--- config.mk ---
export PLATFORM = sky130hd
export DESIGN_NAME = nat_t_peer_path_tracker_top
export DESIGN_NICKNAME = d
export VERILOG_FILES = /design/src/rtl/nptt_pkg.sv /design/src/rtl/nptt_cfg.sv /design/src/rtl/nptt_path.sv /design/src/rtl/nat_t_peer_path_tracker_top.sv
export SDC_FILE = /design/constraint.sdc
export NUM_CORES = 2
export LEC_CHECK = 0
export ABC_CLOCK_PERIOD_IN_PS = 8700
export BUFFER_PORTS_ARGS = -buffer_cell sky130_fd_sc_hd__buf_2
export CAP_MARGIN = 20
export CORE_AREA = 2 2 296 240
export DETAILED_ROUTE_END_ITERATION = 10
export DIE_AREA = 0 0 298 242
export PLACE_DENSITY = 0.78
export SYNTH_ARGS = -nofsm -noshare
export SYNTH_HDL_FRONTEND = slang
export SYNTH_HIERARCHICAL = 1
export SYNTH_SLANG_ARGS = --single-unit
--- constraint.sdc ---
create_clock -name clk_i -period 8.7 [get_ports clk_i]
set_input_delay 0.87 -clock clk_i [delete_from_list [all_inputs] [get_ports clk_i]]
set_output_delay 0.87 -clock clk_i [all_outputs]
set_load 0.03 [all_outputs]
--- src/rtl/nptt_pkg.sv ---
`timescale 1ns / 1ps

package nptt_pkg;

  localparam int unsigned DUR_W = 46;  // 65535 s in ns fits in 46 bits

  localparam logic [15:0]      ISAKMP_PORT = 16'd500;
  localparam logic [15:0]      ESP_PORT    = 16'd4500;
  localparam logic [62:0]      TIME_MAX    = '1;
  localparam logic [DUR_W-1:0] NS_PER_S    = DUR_W'(64'd1000000000);
  localparam logic [15:0]      IV_RESET    = 16'd20;
  localparam logic [DUR_W-1:0] DUR_RESET   = DUR_W'(64'd20000000000);

  typedef enum logic [1:0] {
    OP_ESTABLISH = 2'd0,
    OP_OBSERVE   = 2'd1,
    OP_OUTBOUND  = 2'd2,
    OP_POLL      = 2'd3
  } nptt_op_e;

  typedef enum logic [2:0] {
    UPD_UNAVAIL     = 3'd0,
    UPD_WRONG_FAM   = 3'd1,
    UPD_WRONG_LOCAL = 3'd2,
    UPD_UNCHANGED   = 3'd3,
    UPD_UNVALIDATED = 3'd4,
    UPD_LOCAL_NAT   = 3'd5,
    UPD_UPDATED     = 3'd6
  } nptt_upd_e;

  typedef struct packed {
    nptt_op_e    opcode;
    logic        is_ipv6;
    logic [63:0] src_addr_hi;
    logic [63:0] src_addr_lo;
    logic [63:0] dst_addr_hi;
    logic [63:0] dst_addr_lo;
    logic [15:0] src_port;
    logic [15:0] dst_port;
    logic        local_nat_flag;
    logic        peer_nat_flag;
    logic        authenticated_new;
    logic [62:0] now_ns;
  } nptt_in_t;

  typedef struct packed {
    logic      op_ok;
    nptt_upd_e path_update;
    logic      send_keepalive;
    logic      established_now;
    logic      keepalive_armed_now;
  } nptt_out_t;

  // keepalive settings handed from the config register to the path logic
  typedef struct packed {
    logic             en;   // interval nonzero
    logic [DUR_W-1:0] dur;  // interval in ns
  } nptt_ka_t;

endpackage

--- src/rtl/nptt_cfg.sv ---
`timescale 1ns / 1ps

module nptt_cfg import nptt_pkg::*; (
  input  logic        clk_i,
  input  logic        rst_ni,
  input  logic        cfg_valid_i,
  output logic        cfg_ready_o,
  input  logic [15:0] cfg_data_i,
  output nptt_ka_t    ka_o
);

  logic             en_q, en_d;
  logic [DUR_W-1:0] dur_q, dur_d;

  assign cfg_ready_o = 1'b1;

  // seconds to ns done once per write, so the item path only adds
  always_comb begin
    en_d  = en_q;
    dur_d = dur_q;
    if (cfg_valid_i) begin
      en_d  = (cfg_data_i != '0);
      dur_d = DUR_W'(cfg_data_i) * NS_PER_S;
    end
  end

  always_ff @(posedge clk_i or negedge rst_ni) begin
    if (!rst_ni) begin
      en_q  <= (IV_RESET != '0);
      dur_q <= DUR_RESET;
    end else begin
      en_q  <= en_d;
      dur_q <= dur_d;
    end
  end

  assign ka_o.en  = en_q;
  assign ka_o.dur = dur_q;

endmodule

--- src/rtl/nptt_path.sv ---
`timescale 1ns / 1ps

module nptt_path import nptt_pkg::*; (
  input  logic      clk_i,
  input  logic      rst_ni,
  input  logic      fire_i,
  input  nptt_in_t  item_i,
  input  nptt_ka_t  ka_i,
  output nptt_out_t res_o
);

  logic        est_q, est_d;
  logic        nat_on_q, nat_on_d;
  logic        lb_q, lb_d;
  logic        pb_q, pb_d;
  logic        armed_q, armed_d;
  logic        fam_v6_q, fam_v6_d;
  logic [63:0] loc_hi_q, loc_hi_d, loc_lo_q, loc_lo_d;
  logic [63:0] rem_hi_q, rem_hi_d, rem_lo_q, rem_lo_d;
  logic [15:0] loc_port_q, loc_port_d;
  logic [15:0] rem_port_q, rem_port_d;
  logic [62:0] deadline_q, deadline_d;

  logic [63:0] sum;
  logic        ovf, arm_en, arm_set, arm_ok;
  logic [62:0] arm_deadline;
  logic        port_ok, nat, loc_eq, rem_eq;

  // one add: now + interval; bit 63 set means past maximum time
  assign sum          = {1'b0, item_i.now_ns} + 64'(ka_i.dur);
  assign ovf          = sum[63];
  assign arm_en       = ka_i.en & ((item_i.opcode == OP_ESTABLISH) ?
                                   item_i.local_nat_flag : (nat_on_q & lb_q));
  assign arm_set      = arm_en & ~ovf;
  assign arm_ok       = ~arm_en | ~ovf;
  assign arm_deadline = arm_set ? sum[62:0] : TIME_MAX;

  assign port_ok = ((item_i.dst_port == ISAKMP_PORT) || (item_i.dst_port == ESP_PORT)) &&
                   (item_i.src_port != '0);
  assign nat     = item_i.local_nat_flag | item_i.peer_nat_flag;

  // IPv4 compares the low 32 bits only
  assign loc_eq = item_i.is_ipv6 ?
                  ((item_i.dst_addr_hi == loc_hi_q) && (item_i.dst_addr_lo == loc_lo_q)) :
                  (item_i.dst_addr_lo[31:0] == loc_lo_q[31:0]);
  assign rem_eq = item_i.is_ipv6 ?
                  ((item_i.src_addr_hi == rem_hi_q) && (item_i.src_addr_lo == rem_lo_q)) :
                  (item_i.src_addr_lo[31:0] == rem_lo_q[31:0]);

  always_comb begin
    est_d      = est_q;
    nat_on_d   = nat_on_q;
    lb_d       = lb_q;
    pb_d       = pb_q;
    armed_d    = armed_q;
    fam_v6_d   = fam_v6_q;
    loc_hi_d   = loc_hi_q;
    loc_lo_d   = loc_lo_q;
    rem_hi_d   = rem_hi_q;
    rem_lo_d   = rem_lo_q;
    loc_port_d = loc_port_q;
    rem_port_d = rem_port_q;
    deadline_d = deadline_q;
    res_o.op_ok          = 1'b0;
    res_o.path_update    = UPD_UNAVAIL;
    res_o.send_keepalive = 1'b0;

    unique case (item_i.opcode)
      OP_ESTABLISH: begin
        if (!est_q && port_ok) begin
          fam_v6_d   = item_i.is_ipv6;
          loc_hi_d   = item_i.dst_addr_hi;
          loc_lo_d   = item_i.dst_addr_lo;
          rem_hi_d   = item_i.src_addr_hi;
          rem_lo_d   = item_i.src_addr_lo;
          loc_port_d = nat ? ESP_PORT : item_i.dst_port;
          rem_port_d = nat ? ESP_PORT : item_i.src_port;
          nat_on_d   = nat;
          lb_d       = item_i.local_nat_flag;
          pb_d       = item_i.peer_nat_flag;
          armed_d    = arm_set;
          deadline_d = arm_deadline;
          est_d      = arm_ok;
          res_o.op_ok = arm_ok;
        end
      end
      OP_OBSERVE: begin
        if (!est_q) begin
          res_o.path_update = UPD_UNAVAIL;
        end else if (item_i.is_ipv6 != fam_v6_q) begin
          res_o.path_update = UPD_WRONG_FAM;
        end else if (!loc_eq || (item_i.dst_port != loc_port_q) ||
                     (item_i.src_port == '0)) begin
          res_o.path_update = UPD_WRONG_LOCAL;
        end else if (rem_eq && (item_i.src_port == rem_port_q)) begin
          armed_d    = arm_set;
          deadline_d = arm_deadline;
          res_o.path_update = UPD_UNCHANGED;
        end else if (!item_i.authenticated_new) begin
          res_o.path_update = UPD_UNVALIDATED;
        end else if (lb_q) begin
          res_o.path_update = UPD_LOCAL_NAT;
        end else begin
          rem_hi_d   = item_i.src_addr_hi;
          rem_lo_d   = item_i.src_addr_lo;
          rem_port_d = item_i.src_port;
          armed_d    = arm_set;
          deadline_d = arm_deadline;
          res_o.path_update = UPD_UPDATED;
        end
      end
      OP_OUTBOUND: begin
        if (est_q) begin
          armed_d    = arm_set;
          deadline_d = arm_deadline;
        end
      end
      OP_POLL: begin
        if (est_q && armed_q && (item_i.now_ns >= deadline_q)) begin
          armed_d    = arm_set;
          deadline_d = arm_deadline;
          res_o.op_ok          = arm_ok;
          res_o.send_keepalive = arm_ok;
        end
      end
      default: ;
    endcase

    res_o.established_now     = est_d;
    res_o.keepalive_armed_now = armed_d;
  end

  always_ff @(posedge clk_i or negedge rst_ni) begin
    if (!rst_ni) begin
      est_q      <= 1'b0;
      nat_on_q   <= 1'b0;
      lb_q       <= 1'b0;
      pb_q       <= 1'b0;
      armed_q    <= 1'b0;
      fam_v6_q   <= 1'b0;
      loc_hi_q   <= '0;
      loc_lo_q   <= '0;
      rem_hi_q   <= '0;
      rem_lo_q   <= '0;
      loc_port_q <= '0;
      rem_port_q <= '0;
      deadline_q <= TIME_MAX;
    end else if (fire_i) begin
      est_q      <= est_d;
      nat_on_q   <= nat_on_d;
      lb_q       <= lb_d;
      pb_q       <= pb_d;
      armed_q    <= armed_d;
      fam_v6_q   <= fam_v6_d;
      loc_hi_q   <= loc_hi_d;
      loc_lo_q   <= loc_lo_d;
      rem_hi_q   <= rem_hi_d;
      rem_lo_q   <= rem_lo_d;
      loc_port_q <= loc_port_d;
      rem_port_q <= rem_port_d;
      deadline_q <= deadline_d;
    end
  end

endmodule

--- src/rtl/nat_t_peer_path_tracker_top.sv ---
`timescale 1ns / 1ps
// Pipeline: an input word goes through the input register, then the result
//   register, from which its result word is offered.
// Throughput: one word per cycle unless out_ready_i stalls; the path state
//   is updated per word, so consecutive words see each other's updates.
// Reset: asynchronous, active low; path unestablished, keepalive disarmed,
//   deadline at maximum time, keepalive interval 20 s.

module nat_t_peer_path_tracker_top import nptt_pkg::*; (
  input  logic        clk_i,
  input  logic        rst_ni,
  // item input
  input  logic        in_valid_i,
  output logic        in_ready_o,
  input  nptt_in_t    in_data_i,
  // result output
  output logic        out_valid_o,
  input  logic        out_ready_i,
  output nptt_out_t   out_data_o,
  // keepalive interval register write
  input  logic        cfg_valid_i,
  output logic        cfg_ready_o,
  input  logic [15:0] cfg_data_i
);

  logic      in_valid_q, in_valid_d;
  nptt_in_t  in_q;
  logic      out_valid_q, out_valid_d;
  nptt_out_t out_q;
  logic      fire, take;
  nptt_ka_t  ka;
  nptt_out_t res;

  // A held word moves on when the result slot is free or drains this cycle;
  // the input stage refills in the same cycle it empties.
  assign fire       = in_valid_q & (~out_valid_q | out_ready_i);
  assign in_ready_o = ~in_valid_q | fire;
  assign take       = in_valid_i & in_ready_o;

  always_comb begin
    in_valid_d = in_valid_q;
    if (take) begin
      in_valid_d = 1'b1;
    end else if (fire) begin
      in_valid_d = 1'b0;
    end
    out_valid_d = out_valid_q;
    if (fire) begin
      out_valid_d = 1'b1;
    end else if (out_ready_i) begin
      out_valid_d = 1'b0;
    end
  end

  always_ff @(posedge clk_i or negedge rst_ni) begin
    if (!rst_ni) begin
      in_valid_q  <= 1'b0;
      out_valid_q <= 1'b0;
    end else begin
      in_valid_q  <= in_valid_d;
      out_valid_q <= out_valid_d;
    end
  end

  // payload registers, no reset needed
  always_ff @(posedge clk_i) begin
    if (take) begin
      in_q <= in_data_i;
    end
    if (fire) begin
      out_q <= res;
    end
  end

  // interval register, stored pre-scaled to ns
  nptt_cfg u_cfg (
    .clk_i       (clk_i),
    .rst_ni      (rst_ni),
    .cfg_valid_i (cfg_valid_i),
    .cfg_ready_o (cfg_ready_o),
    .cfg_data_i  (cfg_data_i),
    .ka_o        (ka)
  );

  // path state and per-word grading
  nptt_path u_path (
    .clk_i  (clk_i),
    .rst_ni (rst_ni),
    .fire_i (fire),
    .item_i (in_q),
    .ka_i   (ka),
    .res_o  (res)
  );

  assign out_valid_o = out_valid_q;
  assign out_data_o  = out_q;

endmodule

==> load_flow_metrics.sql <==
INSERT INTO impl_metrics (metric_group, metric, value, unit) VALUES
('status', 'run_status', 'complete, no violations', ''),
('die', 'coreArea', '69450', 'sq um'),
('clock_network', 'tritoncts.num_buffers', '76', ''),
('clock_network', 'cts_tree', 'yes', ''),
('global_routing', 'grt.total_usage', '26.38', '%'),
('clock_network', 'cts.clk_slew.worst_paths', '60', 'ps'),
('clock_network', 'clock_insertion_delay_worst_skew', '640', 'ps'),
('die', 'die_width', '298', 'microns'),
('detailed_routing', 'total_iterations_of_the_first_detailed_routing_run', '5', ''),
('timing', 'worst_tran_pin_value', '1347', 'ps'),
('layout', 'drive_above_1_share', '18.54', '%'),
('detailed_routing', 'postRouteAntennaNets', '0', ''),
('detailed_routing', 'drc', '0', ''),
('timing', 'fin_crit', '5917', 'ps'),
('logic_synthesis', 'yosys.cell_types.count', '85', ''),
('logic_synthesis', 'synthMostInstantiatedCell', 'sky130_fd_sc_hd__nand2_1', ''),
('global_routing', 'gr-total-overflow', '0', ''),
('layout', 'finalNetCount', '4690', ''),
('place', 'gp_congestion', '0.9425', ''),
('flow_run', 'max_cap_viol_count', '0', ''),
('clock_network', 'clock-sinks', '760', ''),
('layout', 'syn_to_final_growth', '13.23', '%'),
('logic_synthesis', 'yosys_register_bits', '760', ''),
('critical_path', 'worst-setup-path-type', 'input pin to register', ''),
('logic_synthesis', 'synth.cells.most_frequent', '505 x sky130_fd_sc_hd__nand2_1, 364 x sky130_fd_sc_hd__edfxtp_1, 323 x sky130_fd_sc_hd__inv_1', ''),
('global_routing', 'grt_pass1_vias', '27120', ''),
('place', 'post-dp-hpwl', '69910', 'microns'),
('place', 'place.port_buffers', '386', ''),
('die', 'std_cell_rows', '87', ''),
('power_and_ir_drop', 'pwr_density_cell', '319.2', 'nW/um^2'),
('timing', 'finalHoldViolations', '0', ''),
('logic_synthesis', 'synth_top_area_share', '26.58', '%'),
('logic_synthesis', 'synth_area', '41120', 'sq um'),
('logic_synthesis', 'netlist_top_cells_area', 'sky130_fd_sc_hd__edfxtp_1 27%, sky130_fd_sc_hd__dfrtp_1 20%, sky130_fd_sc_hd__ha_1 8.2%, sky130_fd_sc_hd__fa_1 6.3%, sky130_fd_sc_hd__xor2_1 5.2%', ''),
('clock_network', 'clockRootBuffer', 'sky130_fd_sc_hd__clkbuf_16', ''),
('detailed_routing', 'first_iter_violations', '1883', ''),
('global_routing', 'first_pass_grt_wire_length', '148600', 'microns'),
('critical_path', 'worstSetupEndpointType', 'register', ''),
('detailed_routing', 'vias_per_inst', '5.501', ''),
('clock_network', 'max_clock_buf_depth', '3', ''),
('die', 'die-area', '72120', 'sq um'),
('clock_network', 'post_cts_resize_count', '0', ''),
('timing', 'grt_setup_unrepaired', 'no', ''),
('critical_path', 'reg_to_reg_critical_path_startpoint', 'in_q[287]', ''),
('logic_synthesis', 'synthArstFlopShare', '52.11', '%'),
('timing', 'achievable-frequency', '0.1690', 'GHz'),
('die', 'ioPinCount', '388', ''),
('logic_synthesis', 'yosys_most_used_dff', 'sky130_fd_sc_hd__edfxtp_1', ''),
('worst_hold_path', 'type_of_the_most_critical_hold_path', 'input pin to asynchronous set/reset pin', ''),
('timing', 'finalSetupTns', '0', 'ps'),
('critical_path', 'critical_path_required', '9210', 'ps'),
('timing', 'report.final.slew_viol_count', '0', ''),
('global_routing', 'grt_start_max_net_pins', '183', ''),
('clock_network', 'post_cts_repair_setup_buffers', '0', ''),
('die', 'initial_utilization', '59.21', '%'),
('logic_synthesis', 'netlist_instances', '3539', ''),
('detailed_routing', 'drt-wirelength-per-cell', '19.28', 'microns'),
('clock_network', 'holdBufCountCts', '0', ''),
('global_routing', 'antenna_found_initial', '23', ''),
('logic_synthesis', 'synth_edf_count', '364', ''),
('timing', 'layout_worst_path_cycle_share', '68.01', '%'),
('critical_path', 'start_kind', 'input pin', ''),
('logic_synthesis', 'syn_avg_cell_area', '11.62', 'sq um'),
('critical_path', 'setup.worst_path.start', 'cfg_data_i[7]', ''),
('logic_synthesis', 'sequential_fraction_of_the_synthesis_area', '50.91', '%'),
('clock_network', 'htree_num_levels', '3', ''),
('detailed_routing', 'route.vias.total', '27090', ''),
('critical_path', 'worst_ep_arrival_time', '6420', 'ps'),
('detailed_routing', 'totalWireLength', '94930', 'microns'),
('logic_synthesis', 'synthesis.yosys.warnings', '6', ''),
('critical_path', 'peak_fanout_along_the_critical_path', '8', ''),
('die', 'die_height', '242', 'microns'),
('power_and_ir_drop', 'total_leakage_power', '0.02132', 'uW'),
('layout', 'fin_util', '67.04', '%'),
('logic_synthesis', 'synthDominantAreaCellType', 'sky130_fd_sc_hd__edfxtp_1', ''),
('timing', 'clock_skew', '41.06', 'ps'),
('timing', 'timing.slew.headroom', '10.17', '%'),
('timing', 'setup_violations', '0', ''),
('power_and_ir_drop', 'vdd_drop_max', '383.1', 'uV');
[routing by layer]
metal	vias to the layer above	share of wire, %	track usage (%)
li1	12940	-	-
met1	13160	43	36.60
met2	835	47	41.23
met3	148	7.5	6.618
met4	14	2.4	8.099
met5	-	0.096	0
[critical path, cell delays in order]
cell and delay, ps:
sky130_fd_sc_hd__buf_2 180, sky130_fd_sc_hd__fa_1 610, sky130_fd_sc_hd__inv_1 70, sky130_fd_sc_hd__fa_1 510
sky130_fd_sc_hd__fa_1 440, sky130_fd_sc_hd__fa_1 590, sky130_fd_sc_hd__inv_1 80, sky130_fd_sc_hd__fa_1 530
sky130_fd_sc_hd__inv_1 50, sky130_fd_sc_hd__fa_1 530, sky130_fd_sc_hd__inv_1 40, sky130_fd_sc_hd__ha_1 380
sky130_fd_sc_hd__a21o_1 210, sky130_fd_sc_hd__a31oi_1 250, sky130_fd_sc_hd__o311ai_1 180, sky130_fd_sc_hd__a221o_1 380
sky130_fd_sc_hd__a31oi_1 190, sky130_fd_sc_hd__xnor2_1 90, sky130_fd_sc_hd__mux2_2 260
[layout make-up]
class | count | area [sq um]
fill | 5205 | 22890
sequential | 760 | 20930
multi-input combinational | 2350 | 18490
timing repair buffer | 403 | 2115
clock buffer | 91 | 1988
inverter | 323 | 1212
tap | 934 | 1169
clock inverter | 48 | 616.8
antenna | 16 | 40.04
[per-stage QoR]
stage	area (sq um)	setup WS, ps	hold slack, ps	std cells	total power (uW)
after floorplan	41150	2778	454.4	3547	9846
final	46560	2783	209.8	4925	14860
after detailed placement	43890	2185	472.1	4769	11440
after global routing	46550	2490	253.1	4923	15960
after CTS	46490	2838	227.6	4908	14910
after global placement	43890	2225	467.9	4769	11330
[cell families (layout without fill, tap and decap cells)]
logic type / Yosys count / after routing / synth area share (%)
mux: 177 / 177 / 4.805
other cells: 2 / 26 / 0.01826
flops: 760 / 760 / 50.91
xor+xnor: 374 / 374 / 7.966
simple gates: 915 / 915 / 10.22
buf+inv: 437 / 865 / 4.284
fa+ha+maj: 398 / 398 / 14.47
compound gates: 476 / 476 / 7.331
[state kept, by name, indices dropped and copies added (netlist names)]
signal / cells
in_q: 357
in_valid_q: 1
out_data_o: 7
out_valid_o: 1
u_cfg/dur_q: 37
u_cfg/en_q: 1
u_path/armed_q: 1
u_path/deadline_q: 63
u_path/est_q: 1
u_path/fam_v6_q: 1
u_path/lb_q: 1
u_path/loc_hi_q: 64
u_path/loc_lo_q: 64
u_path/loc_port_q: 16
u_path/nat_on_q: 1
u_path/rem_hi_q: 64
u_path/rem_lo_q: 64
u_path/rem_port_q: 16
[power by group]
part           switching [uW]  leakage [uW]  internal [uW]
registers                 317       0.00843           4390
clock network            1420       0.00128           1980
logic                    3850        0.0116           2900
total                    5590        0.0213           9280
[layout by cell type (no fill, tap or decap), types with 15 or more instances in the layout]
cell                        instances
sky130_fd_sc_hd__nor4_1            77
sky130_fd_sc_hd__nor3_1            18
sky130_fd_sc_hd__mux2_1            49
sky130_fd_sc_hd__nand2_1          505
sky130_fd_sc_hd__inv_1            323
sky130_fd_sc_hd__nand3_1           32
sky130_fd_sc_hd__a31oi_1           20
sky130_fd_sc_hd__dfrtp_1          321
sky130_fd_sc_hd__o21ai_0          130
sky130_fd_sc_hd__nand2b_1          22
sky130_fd_sc_hd__mux2_2           114
sky130_fd_sc_hd__xnor2_1          130
sky130_fd_sc_hd__edfxtp_1         364
sky130_fd_sc_hd__nor2_1           107
sky130_fd_sc_hd__clkbuf_16         76
sky130_fd_sc_hd__nand4_1           67
sky130_fd_sc_hd__fa_1             129
sky130_fd_sc_hd__ha_1             269
sky130_fd_sc_hd__xor2_1           244
sky130_fd_sc_hd__a21o_1            47
sky130_fd_sc_hd__a21oi_1          134
sky130_fd_sc_hd__and2_1            22
sky130_fd_sc_hd__diode_2           16
sky130_fd_sc_hd__clkinv_2          22
sky130_fd_sc_hd__o21a_1            20
sky130_fd_sc_hd__dfstp_2           75
sky130_fd_sc_hd__buf_2            385
sky130_fd_sc_hd__o21bai_1          15
[path summary, 6_finish.rpt]
kind | end | slack, ps | cells past startpoint
worst max-delay path | u_cfg/dur_q[43] | 2780 | 19
worst min-delay path | u_path/rem_hi_q[22] | 210 | 1
worst max register to register | u_path/deadline_q[57] | 3190 | 11
worst min register to register | u_path/loc_lo_q[22] | 480 | 2
max in group asynchronous | u_path/rem_hi_q[17] | 6500 | 3
min in group clk_i | in_q[182] | 400 | 1
Note: power is estimated with default switching activity, not from simulation.
